### src/design/pwm_timer_four_mode_12bit_top_defines.svh
// Assertion macros for the waveform timer.
`ifndef PWM_TIMER_FOUR_MODE_12BIT_TOP_DEFINES_SVH
`define PWM_TIMER_FOUR_MODE_12BIT_TOP_DEFINES_SVH

`ifndef NO_ASSERTIONS
// Same-cycle implication under clk, off while reset is low
`define PTFM_ASSERT_IMP(lbl, ante, cons, msg) \
  lbl: assert property (@(posedge clk) disable iff (!rst_n) (ante) |-> (cons)) \
    else $error(msg);
// Next-cycle implication under clk, off while reset is low
`define PTFM_ASSERT_NXT(lbl, ante, cons, msg) \
  lbl: assert property (@(posedge clk) disable iff (!rst_n) (ante) |=> (cons)) \
    else $error(msg);
`else
`define PTFM_ASSERT_IMP(lbl, ante, cons, msg)
`define PTFM_ASSERT_NXT(lbl, ante, cons, msg)
`endif

`endif

### src/design/ptfm_pkg.sv
package ptfm_pkg;

  localparam int CNT_W = 12;
  localparam int CFG_W = 12;
  localparam int IDX_W = 3;
  localparam int DIV_W = 8;
  localparam int PER_W = DIV_W + 1;

  typedef enum logic [1:0] {
    MODE_ONE_RAMP,
    MODE_TWO_RAMP,
    MODE_FOUR_RAMP,
    MODE_DUAL_SLOPE
  } wave_mode_t;

  typedef enum logic [IDX_W-1:0] {
    IDX_WAVE_MODE,
    IDX_A_SET,
    IDX_A_CLEAR,
    IDX_B_SET,
    IDX_B_CLEAR,
    IDX_OUTPUT_ENABLE,
    IDX_SYNC_DIVIDE,
    IDX_COUNT_DIVIDE
  } cfg_idx_t;

  typedef struct packed {
    wave_mode_t       wave_mode;
    logic [CNT_W-1:0] a_set;
    logic [CNT_W-1:0] a_clear;
    logic [CNT_W-1:0] b_set;
    logic [CNT_W-1:0] b_clear;
    logic [1:0]       output_enable;
    logic [1:0]       sync_divide;
    logic [1:0]       count_divide;
  } cfg_t;

  typedef struct packed {
    logic run;
    logic clear_overflow;
  } in_item_t;

  typedef struct packed {
    logic             wave_a;
    logic             wave_b;
    logic [CNT_W-1:0] count_value;
    logic [1:0]       ramp_phase;
    logic             counting_down;
    logic             overflow_event;
    logic             overflow_flag;
  } out_item_t;

endpackage

### src/design/ptfm_regs.sv
module ptfm_regs
  import ptfm_pkg::*;
(
  input  logic             clk,
  input  logic             rst_n,
  input  logic             cfg_we,
  input  logic [IDX_W-1:0] cfg_index,
  input  logic [CFG_W-1:0] cfg_data,
  output cfg_t             cfg,
  output logic             restart_req
);

  cfg_t cfg_r;
  cfg_t cfg_nxt;
  logic restart_req_r;

  // Decode the register index and merge the write data
  always_comb begin
    cfg_nxt = cfg_r;
    if (cfg_we) begin
      unique case (cfg_idx_t'(cfg_index))
        IDX_WAVE_MODE:     cfg_nxt.wave_mode     = wave_mode_t'(cfg_data[1:0]);
        IDX_A_SET:         cfg_nxt.a_set         = cfg_data[CNT_W-1:0];
        IDX_A_CLEAR:       cfg_nxt.a_clear       = cfg_data[CNT_W-1:0];
        IDX_B_SET:         cfg_nxt.b_set         = cfg_data[CNT_W-1:0];
        IDX_B_CLEAR:       cfg_nxt.b_clear       = cfg_data[CNT_W-1:0];
        IDX_OUTPUT_ENABLE: cfg_nxt.output_enable = cfg_data[1:0];
        IDX_SYNC_DIVIDE:   cfg_nxt.sync_divide   = cfg_data[1:0];
        IDX_COUNT_DIVIDE:  cfg_nxt.count_divide  = cfg_data[1:0];
      endcase
    end
  end

  // Hold the registers; flag a restart for the cycle after any write
  always_ff @(posedge clk) begin
    if (!rst_n) begin
      cfg_r         <= '0;
      restart_req_r <= 1'b0;
    end else begin
      cfg_r         <= cfg_nxt;
      restart_req_r <= cfg_we;
    end
  end

  assign cfg         = cfg_r;
  assign restart_req = restart_req_r;

endmodule

### src/design/ptfm_core.sv
module ptfm_core
  import ptfm_pkg::*;
(
  input  logic      clk,
  input  logic      rst_n,
  input  cfg_t      cfg,
  input  logic      restart_req,
  input  logic      fire,
  input  in_item_t  item,
  output out_item_t result
);

  logic [DIV_W-1:0] div_r, div_nxt;
  logic [CNT_W-1:0] cnt_r, cnt_nxt;
  logic [1:0]       ph_r, ph_nxt;
  logic             dn_r, dn_nxt;
  logic [1:0]       lv_r, lv_nxt;
  logic             ovf_r, ovf_nxt;
  logic             rp_r, rp_nxt;
  logic             ev;

  logic [1:0]       rs_lv;
  logic [CNT_W-1:0] rs_cnt;
  logic             rs_dn;
  logic [PER_W-1:0] period;
  logic [PER_W-1:0] div_inc;
  logic [CNT_W-1:0] limit;
  logic [CNT_W-1:0] cnt_up;
  logic [CNT_W-1:0] cnt_dn;

  // Window levels of the ramp modes, gated by the output enables; {a, b}
  function automatic logic [1:0] emit_lv(cfg_t c, logic [CNT_W-1:0] cn, logic [1:0] p,
                                         logic [1:0] cur);
    logic       wa;
    logic       wb;
    logic [1:0] res;
    wa  = 1'b0;
    wb  = 1'b0;
    res = cur;
    unique case (c.wave_mode)
      MODE_ONE_RAMP: begin
        wa = (cn >= c.a_set) && (cn < c.a_clear);
        wb = (cn >= c.b_set) && (cn < c.b_clear);
      end
      MODE_TWO_RAMP: begin
        if (p == 2'd0) wa = (cn >= c.a_set) && (cn < c.a_clear);
        else           wb = (cn >= c.b_set) && (cn < c.b_clear);
      end
      MODE_FOUR_RAMP: begin
        wa = (p == 2'd1);
        wb = (p == 2'd3);
      end
      MODE_DUAL_SLOPE: begin
        wa = cur[1];
        wb = cur[0];
      end
    endcase
    if (c.wave_mode != MODE_DUAL_SLOPE) begin
      if (c.output_enable[0]) res[1] = wa;
      if (c.output_enable[1]) res[0] = wb;
    end
    return res;
  endfunction

  // Compare matches of the dual slope; {a, b}
  function automatic logic [1:0] slope_lv(cfg_t c, logic [CNT_W-1:0] cn, logic down,
                                          logic [1:0] cur);
    logic [1:0] res;
    res = cur;
    if (cn == c.a_set && c.output_enable[0]) res[1] = !down;
    if (cn == c.b_set && c.output_enable[1]) res[0] = down;
    return res;
  endfunction

  // Prescale period: sync factor times count factor
  always_comb begin
    case (cfg.count_divide)
      2'd0:    period = PER_W'(1);
      2'd1:    period = PER_W'(4);
      default: period = PER_W'(32);
    endcase
    period = period << cfg.sync_divide;
  end

  // Phase limit of the ramp modes
  always_comb begin
    case (cfg.wave_mode)
      MODE_TWO_RAMP:  limit = (ph_r == 2'd0) ? cfg.a_clear : cfg.b_clear;
      MODE_FOUR_RAMP: begin
        case (ph_r)
          2'd0:    limit = cfg.a_set;
          2'd1:    limit = cfg.a_clear;
          2'd2:    limit = cfg.b_set;
          default: limit = cfg.b_clear;
        endcase
      end
      default:        limit = cfg.b_clear;
    endcase
  end

  // Restart targets: dual slope loads the top and drops the enabled outputs; ramp modes start from zero
  always_comb begin
    if (cfg.wave_mode == MODE_DUAL_SLOPE) begin
      rs_cnt = cfg.b_clear;
      rs_dn  = 1'b1;
      rs_lv  = lv_r;
      if (cfg.output_enable[0]) rs_lv[1] = 1'b0;
      if (cfg.output_enable[1]) rs_lv[0] = 1'b0;
    end else begin
      rs_cnt = '0;
      rs_dn  = 1'b0;
      rs_lv  = emit_lv(cfg, '0, 2'd0, lv_r);
    end
  end

  assign div_inc = {1'b0, div_r} + PER_W'(1);
  assign cnt_up  = cnt_r + CNT_W'(1);
  assign cnt_dn  = cnt_r - CNT_W'(1);

  // Next state for one tick, or a restart on a run start or after a register write while running
  always_comb begin
    div_nxt = div_r;
    cnt_nxt = cnt_r;
    ph_nxt  = ph_r;
    dn_nxt  = dn_r;
    lv_nxt  = lv_r;
    ovf_nxt = ovf_r;
    rp_nxt  = rp_r;
    ev      = 1'b0;
    if ((restart_req && rp_r) || (fire && item.run && !rp_r)) begin
      div_nxt = '0;
      ph_nxt  = 2'd0;
      cnt_nxt = rs_cnt;
      dn_nxt  = rs_dn;
      lv_nxt  = rs_lv;
    end else if (fire && item.run) begin
      if (div_inc >= period) begin
        div_nxt = '0;
        if (cfg.wave_mode == MODE_DUAL_SLOPE) begin
          if (dn_r) begin
            // turn at zero, holding it for one count
            if (cnt_r == '0) begin
              dn_nxt = 1'b0;
            end else begin
              cnt_nxt = cnt_dn;
              lv_nxt  = slope_lv(cfg, cnt_dn, 1'b1, lv_r);
            end
          end else if (cnt_r >= cfg.b_clear) begin
            dn_nxt  = 1'b1;
            cnt_nxt = cfg.b_clear;
            ev      = 1'b1;
          end else begin
            cnt_nxt = cnt_up;
            lv_nxt  = slope_lv(cfg, cnt_up, 1'b0, lv_r);
          end
        end else if (cnt_r >= limit) begin
          cnt_nxt = '0;
          if (cfg.wave_mode == MODE_TWO_RAMP && ph_r == 2'd0) begin
            ph_nxt = 2'd1;
          end else if (cfg.wave_mode == MODE_FOUR_RAMP && ph_r != 2'd3) begin
            ph_nxt = ph_r + 2'd1;
          end else begin
            ph_nxt = 2'd0;
            ev     = 1'b1;
          end
          lv_nxt = emit_lv(cfg, '0, ph_nxt, lv_r);
        end else begin
          cnt_nxt = cnt_up;
          lv_nxt  = emit_lv(cfg, cnt_up, ph_r, lv_r);
        end
      end else begin
        div_nxt = div_inc[DIV_W-1:0];
      end
    end
    if (fire) begin
      rp_nxt = item.run;
      if (item.clear_overflow) ovf_nxt = 1'b0;
      if (ev) ovf_nxt = 1'b1;
    end
  end

  // Hold the timer state
  always_ff @(posedge clk) begin
    if (!rst_n) begin
      div_r <= '0;
      cnt_r <= '0;
      ph_r  <= 2'd0;
      dn_r  <= 1'b0;
      lv_r  <= 2'b00;
      ovf_r <= 1'b0;
      rp_r  <= 1'b0;
    end else begin
      div_r <= div_nxt;
      cnt_r <= cnt_nxt;
      ph_r  <= ph_nxt;
      dn_r  <= dn_nxt;
      lv_r  <= lv_nxt;
      ovf_r <= ovf_nxt;
      rp_r  <= rp_nxt;
    end
  end

  // Result of this tick, taken from the updated state
  always_comb begin
    result.wave_a         = lv_nxt[1];
    result.wave_b         = lv_nxt[0];
    result.count_value    = cnt_nxt;
    result.ramp_phase     = ph_nxt;
    result.counting_down  = dn_nxt;
    result.overflow_event = ev;
    result.overflow_flag  = ovf_nxt;
  end

endmodule

### src/design/pwm_timer_four_mode_12bit_top.sv
// A tick beat taken into the input register gives its result beat in the result
// register once that is empty or drained. Throughput: one beat per cycle unless
// the output stalls; the tick logic between the two registers updates the timer state.
// A register write while running restarts the counter in the cycle after the write.
// Reset: synchronous, active low; clears registers, timer state and the valid flags of both stages.
`include "pwm_timer_four_mode_12bit_top_defines.svh"
module pwm_timer_four_mode_12bit_top
  import ptfm_pkg::*;
(
  input  logic             clk,
  input  logic             rst_n,
  input  logic             in_valid,
  output logic             in_stall,
  input  in_item_t         in_data,
  output logic             out_valid,
  input  logic             out_stall,
  output out_item_t        out_data,
  input  logic             cfg_we,
  input  logic [IDX_W-1:0] cfg_index,
  input  logic [CFG_W-1:0] cfg_data
);

  cfg_t      cfg;
  logic      restart_req;
  logic      in_hold_r;
  in_item_t  in_data_r;
  logic      out_valid_r;
  out_item_t out_data_r;
  out_item_t result;
  logic      move;
  logic      fire;

  ptfm_regs u_regs (
    .clk         (clk),
    .rst_n       (rst_n),
    .cfg_we      (cfg_we),
    .cfg_index   (cfg_index),
    .cfg_data    (cfg_data),
    .cfg         (cfg),
    .restart_req (restart_req)
  );

  ptfm_core u_core (
    .clk         (clk),
    .rst_n       (rst_n),
    .cfg         (cfg),
    .restart_req (restart_req),
    .fire        (fire),
    .item        (in_data_r),
    .result      (result)
  );

  // Advance when the result register is empty or being drained
  assign move     = !out_valid_r || !out_stall;
  assign fire     = in_hold_r && move;
  assign in_stall = in_hold_r && !move;

  // Input register
  always_ff @(posedge clk) begin
    if (!rst_n) begin
      in_hold_r <= 1'b0;
    end else if (!in_stall) begin
      in_hold_r <= in_valid;
    end
  end

  always_ff @(posedge clk) begin
    if (in_valid && !in_stall) begin
      in_data_r <= in_data;
    end
  end

  // Result register
  always_ff @(posedge clk) begin
    if (!rst_n) begin
      out_valid_r <= 1'b0;
    end else if (move) begin
      out_valid_r <= in_hold_r;
    end
  end

  always_ff @(posedge clk) begin
    if (fire) begin
      out_data_r <= result;
    end
  end

  assign out_valid = out_valid_r;
  assign out_data  = out_data_r;

  // An overflow beat always carries the sticky flag
  `PTFM_ASSERT_IMP(a_ovf_flag, out_valid_r && out_data_r.overflow_event, out_data_r.overflow_flag, "overflow event without flag")
  // A processed tick always lands in the result register
  `PTFM_ASSERT_NXT(a_fire_out, fire, out_valid_r, "processed tick lost")
  // A held tick that is not processed stays held
  `PTFM_ASSERT_NXT(a_hold_keep, in_hold_r && !fire, in_hold_r, "held tick dropped")

endmodule

### config.mk
export PLATFORM = sky130hd
export DESIGN_NAME = pwm_timer_four_mode_12bit_top
export DESIGN_NICKNAME = d
export VERILOG_FILES = /design/src/design/ptfm_pkg.sv /design/src/design/ptfm_regs.sv /design/src/design/ptfm_core.sv /design/src/design/pwm_timer_four_mode_12bit_top.sv
export VERILOG_INCLUDE_DIRS = /design/src /design/src/design
export SDC_FILE = /design/constraint.sdc
export NUM_CORES = 1
export LEC_CHECK = 0
export ABC_AREA = 1
export BUFFER_PORTS_ARGS = -buffer_cell sky130_fd_sc_hd__clkbuf_2
export CAP_MARGIN = 30
export CORE_MARGIN = 3
export CORE_UTILIZATION = 26
export CTS_BUF_LIST = sky130_fd_sc_hd__clkbuf_16
export CTS_CLUSTER_SIZE = 14
export DETAILED_ROUTE_END_ITERATION = 12
export PLACE_DENSITY_LB_ADDON = 0.12
export SYNTH_ARGS = -nofsm -noshare
export SYNTH_HDL_FRONTEND = slang
export SYNTH_SLANG_ARGS = --single-unit
### constraint.sdc
create_clock -name clk -period 8.29 [get_ports clk]
set_clock_uncertainty 0.15 [all_clocks]
set_input_delay 1.658 -clock clk [delete_from_list [all_inputs] [get_ports clk]]
set_output_delay 1.658 -clock clk [all_outputs]
set_load 0.05 [all_outputs]
==> results by group <==
Global routing
  • GRT Residual Overflow: 0
  • M1 GR Usage: 29.26%
  • First-pass GRT wire length: 51.23 mm
  • Met3 Usage GRT: under 10%
  • GRT Max-Usage Layer: met2
  • GR Util met2: 32.56%
  • Vias in the first global route: approximately 7700
  • Largest net degree at the start of global routing: 60
  • GRT Overall Usage: approximately a fifth
  • Initial antenna violation count: 1

Worst setup path
  • R2R Path End: out_data[18]
  • Critical path startpoint category: primary input
  • Crit Path Category: primary input to flop
  • CP cell instances: clkbuf_2 -> nand2_1 -> inv_2 -> nor2_2 -> buf_4 -> nand2_2 -> inv_2 -> nand2_1 -> inv_2 -> nand2_1 -> inv_1 -> nor2_1 -> nor3_1
  • Worst path bufs/invs: 6
  • FF-to-FF setup slack: 3850 ps
  • Worst Path Arrival: 4510 ps
  • Largest stage delay, worst path: 520 ps
  • Family with the most delay on the worst path: simple AND/OR/NAND/NOR gates
  • Slowest cell on the critical path: inv_2
  • Cells on worst reg2reg path: 22
  • CP max FO: 21
  • Reg2reg start: u_core.cnt_r[0]
  • CP endpoint kind: flop
  • WP data required: 8250 ps

Synthesis
  • Synthesized area: 8130 µm²
  • Most frequent cells after synthesis: nand2_1 (229), a21oi_1 (151), inv_1 (143), o21ai_0 (115), nor2_1 (91)
  • Synth top area share: between 20% and 30%
  • Dominant synthesized flop cell: dfxtp_1
  • Number of distinct library cells after synthesis: 47
  • Ys async rst share: 0%
  • Synth area leaders: dfxtp_1 (21%), ha_1 (14%), nand2_1 (11%)
  • Sequential element share of the synthesized area: between 20% and 30%
  • Synth area leader: dfxtp_1
  • Syn avg cell area: 6.873 µm²
  • Syn Inst Count: 1183
  • Count leader, synth: nand2_1
  • YS warnings: 0
  • Yosys reg bits: ~110
  • Mapped Nets: 1295
  • EDFF count, synth: 21

Placement
  • Final HPWL DP: 27.71 mm
  • GPL Wtd Cong: 0.9152
  • Count of input and output buffers: 42

Die
  • CORE AREA: 30670 µm²
  • I/O Pins: 43
  • Chip height: 182.8 µm
  • Die Wd: 182.8 µm
  • Initial Utilization: 26.51%
  • Die area: ~33000 µm²
  • Rows: 64

Min path
  • Worst hold path endpoint: u_core.div_r[7]
  • Hold Crit Class: flop to flop
  • Hold path startpoint: u_core.div_r[7]
  • Cell depth of the worst min-delay path: 2

Clock tree
  • PostCTS Resize Cnt: 0
  • Clock Latency Late Sink: 370 ps
  • TritonCTS Buffers: 9
  • # hold bufs at CTS: 0
  • CTS tree: built
  • Clock-pin slew on the worst setup and hold paths: around 70 ps
  • Num Clock Sinks: around 110
  • Max Root-Sink Buffers: 2
  • Post CTS Setup Buffer Count: 0
  • H-tree depth: 3
  • Root Buffer: clkbuf_16

Final layout
  • Filler cell count: 3421
  • Register Area: around 2400 µm²
  • Antenna cells: 0
  • Layout cells sized above 1: about 7.7%
  • Multi-input logic area: 5057 µm²
  • Layout Nets: ~1300
  • Synth-to-Final Area Change: 10.88%

Power and ir drop
  • Clk pwr share: 29.2%
  • Sw Ratio: between 30% and 40%
  • Worst vdd ir: 104.4 µV
  • Pleak: 0.004021 µW
  • Pwr Density: 169.8 nW/µm²
  • Gate power share: 32.5%
  • Internal power: 918.9 µW
  • Total Power: 1531 µW
  • Flop pwr share: 38.3%
  • Net load switching power: 611.9 µW

STA
  • Final setup violation count: 0
  • Final period utilization: 54.98%
  • Actual slew at the worst max-slew pin: approximately 1000 ps
  • Relative slew slack: roughly a third
  • Slew Limit Fails: 0
  • Final setup TNS: 0 ps
  • RSZ-0062 raised after global routing: no
  • Tmin final: between 4000 and 5000 ps
  • Fmax: 0.2194 GHz
  • Fin. Hold Viols: 0

Route
  • Initial DRC count: between 600 and 700
  • WL/cell: 21.46 µm
  • DRT Pass-1 Iters: 5
  • Vias per Instance: 5.071
  • Vias: just over 8000
  • Remaining DRCs: 0
  • Final wirelength: approximately 35 mm
  • ANT nets after route: 0

Run
  • Max-cap violations: 0

Status
  • Status: finished, final reports clean
==> layer usage <==
layer / share of wire (%) / routed length (µm) / up-vias
met3: 6.0 / 2062 / 49
met5: 0 / 0 / -
met2: 44 / 15310 / 275
met1: 47 / 16230 / 3786
li1: - / - / 4049
met4: 2.7 / 920 / 0
==> worst max-delay path by stage <==
stage	startpoint	to	slack [ps]	depth (start not counted)
detailed placement	out_stall	out_data[3]	3440	13
finish	out_stall	out_data[3]	3730	13
CTS	out_stall	out_data[3]	3850	13
global route	u_core.cnt_r[0]	u_core.lv_r[1]	3530	22
global placement	out_stall	out_data[3]	3380	13
floorplan	out_stall	in_stall	4030	2
==> cells by family (layout without fill, tap and decap cells) <==
family	after synthesis	count (layout)	share of synthesized area [%]
simple gates	467	467	25.42
fa+ha+maj	90	90	13.85
buf+inv	184	214	8.864
flops	107	107	28.93
xor+xnor	19	19	2.139
compound gates	316	316	20.79
==> final cells by class <==
class / count / share of cell area (%)
clock buffers: 10 / 2.776
well taps: 396 / 5.496
flip-flops and latches: 107 / 26.09
multi-input cells: 892 / 56.10
clock inverters: 6 / 0.3331
repair buffers: 48 / 2.956
inverters: 150 / 6.246
==> worst reg2reg max path, stage by stage, from the launching register on <==
cell,delay [ps]
dfxtp_1,690
ha_1,300
nand2_1,100
nor2_1,120
inv_1,70
nor2_1,240
nand3_1,130
xor2_1,700
ha_1,380
nand4_1,170
nor2_1,90
nand2_1,180
nand2_1,90
nor2_1,90
nor2_1,70
nand2_1,100
nand3_1,80
nand2_1,80
nand2_1,50
nand2_1,50
nand3_1,90
nand2_1,100
nand2_1,70
==> flip-flops by register name, indices dropped and copies added (netlist names) <==
name                count
in_data_r               2
in_hold_r               1
out_data               19
out_valid               1
u_core.cnt_r           12
u_core.div_r            8
u_core.dn_r             1
u_core.lv_r             2
u_core.ovf_r            1
u_core.ph_r             2
u_core.rp_r             1
u_regs.cfg             56
u_regs.restart_req      1
==> per-stage QoR <==
step | util (%) | hold WS, ps | cell area [µm²] | instances | setup slack, ps
floorplan | - | 295.3 | 8130 | 1183 | 4033
global route | 29.39 | 352.4 | 9015 | 1609 | 3531
finish | 29.39 | 319.9 | 9015 | 1609 | 3732
detailed placement | 28.48 | 310.0 | 8735 | 1593 | 3437
CTS | 29.39 | 320.6 | 9015 | 1609 | 3854
global placement | 28.39 | 308.1 | 8708 | 1591 | 3377
==> power groups by stage <==
stage	clock network, µW	registers, µW	logic, µW
floorplan	0	601	324
global placement	0	599	493
detailed placement	0	597	492
CTS	460	586	494
global route	478	589	553
finish	447	586	498
==> cells in the final DEF (no fill, tap or decap), drive strengths merged, types with 4 or more instances in the layout <==
cell type	synthesis	layout
nand2	242	242
a21oi	152	152
inv	148	152
o21ai	122	122
nor2	99	99
ha	90	90
dfxtp	86	86
nand3	81	81
clkbuf	24	52
edfxtp	21	21
xor2	18	18
nand4	18	18
nor3	14	14
a22oi	13	13
o22ai	11	11
nor4	6	6
buf	10	6
clkinv	2	4
o21a	4	4
Note: power is estimated with default switching activity, not from simulation.
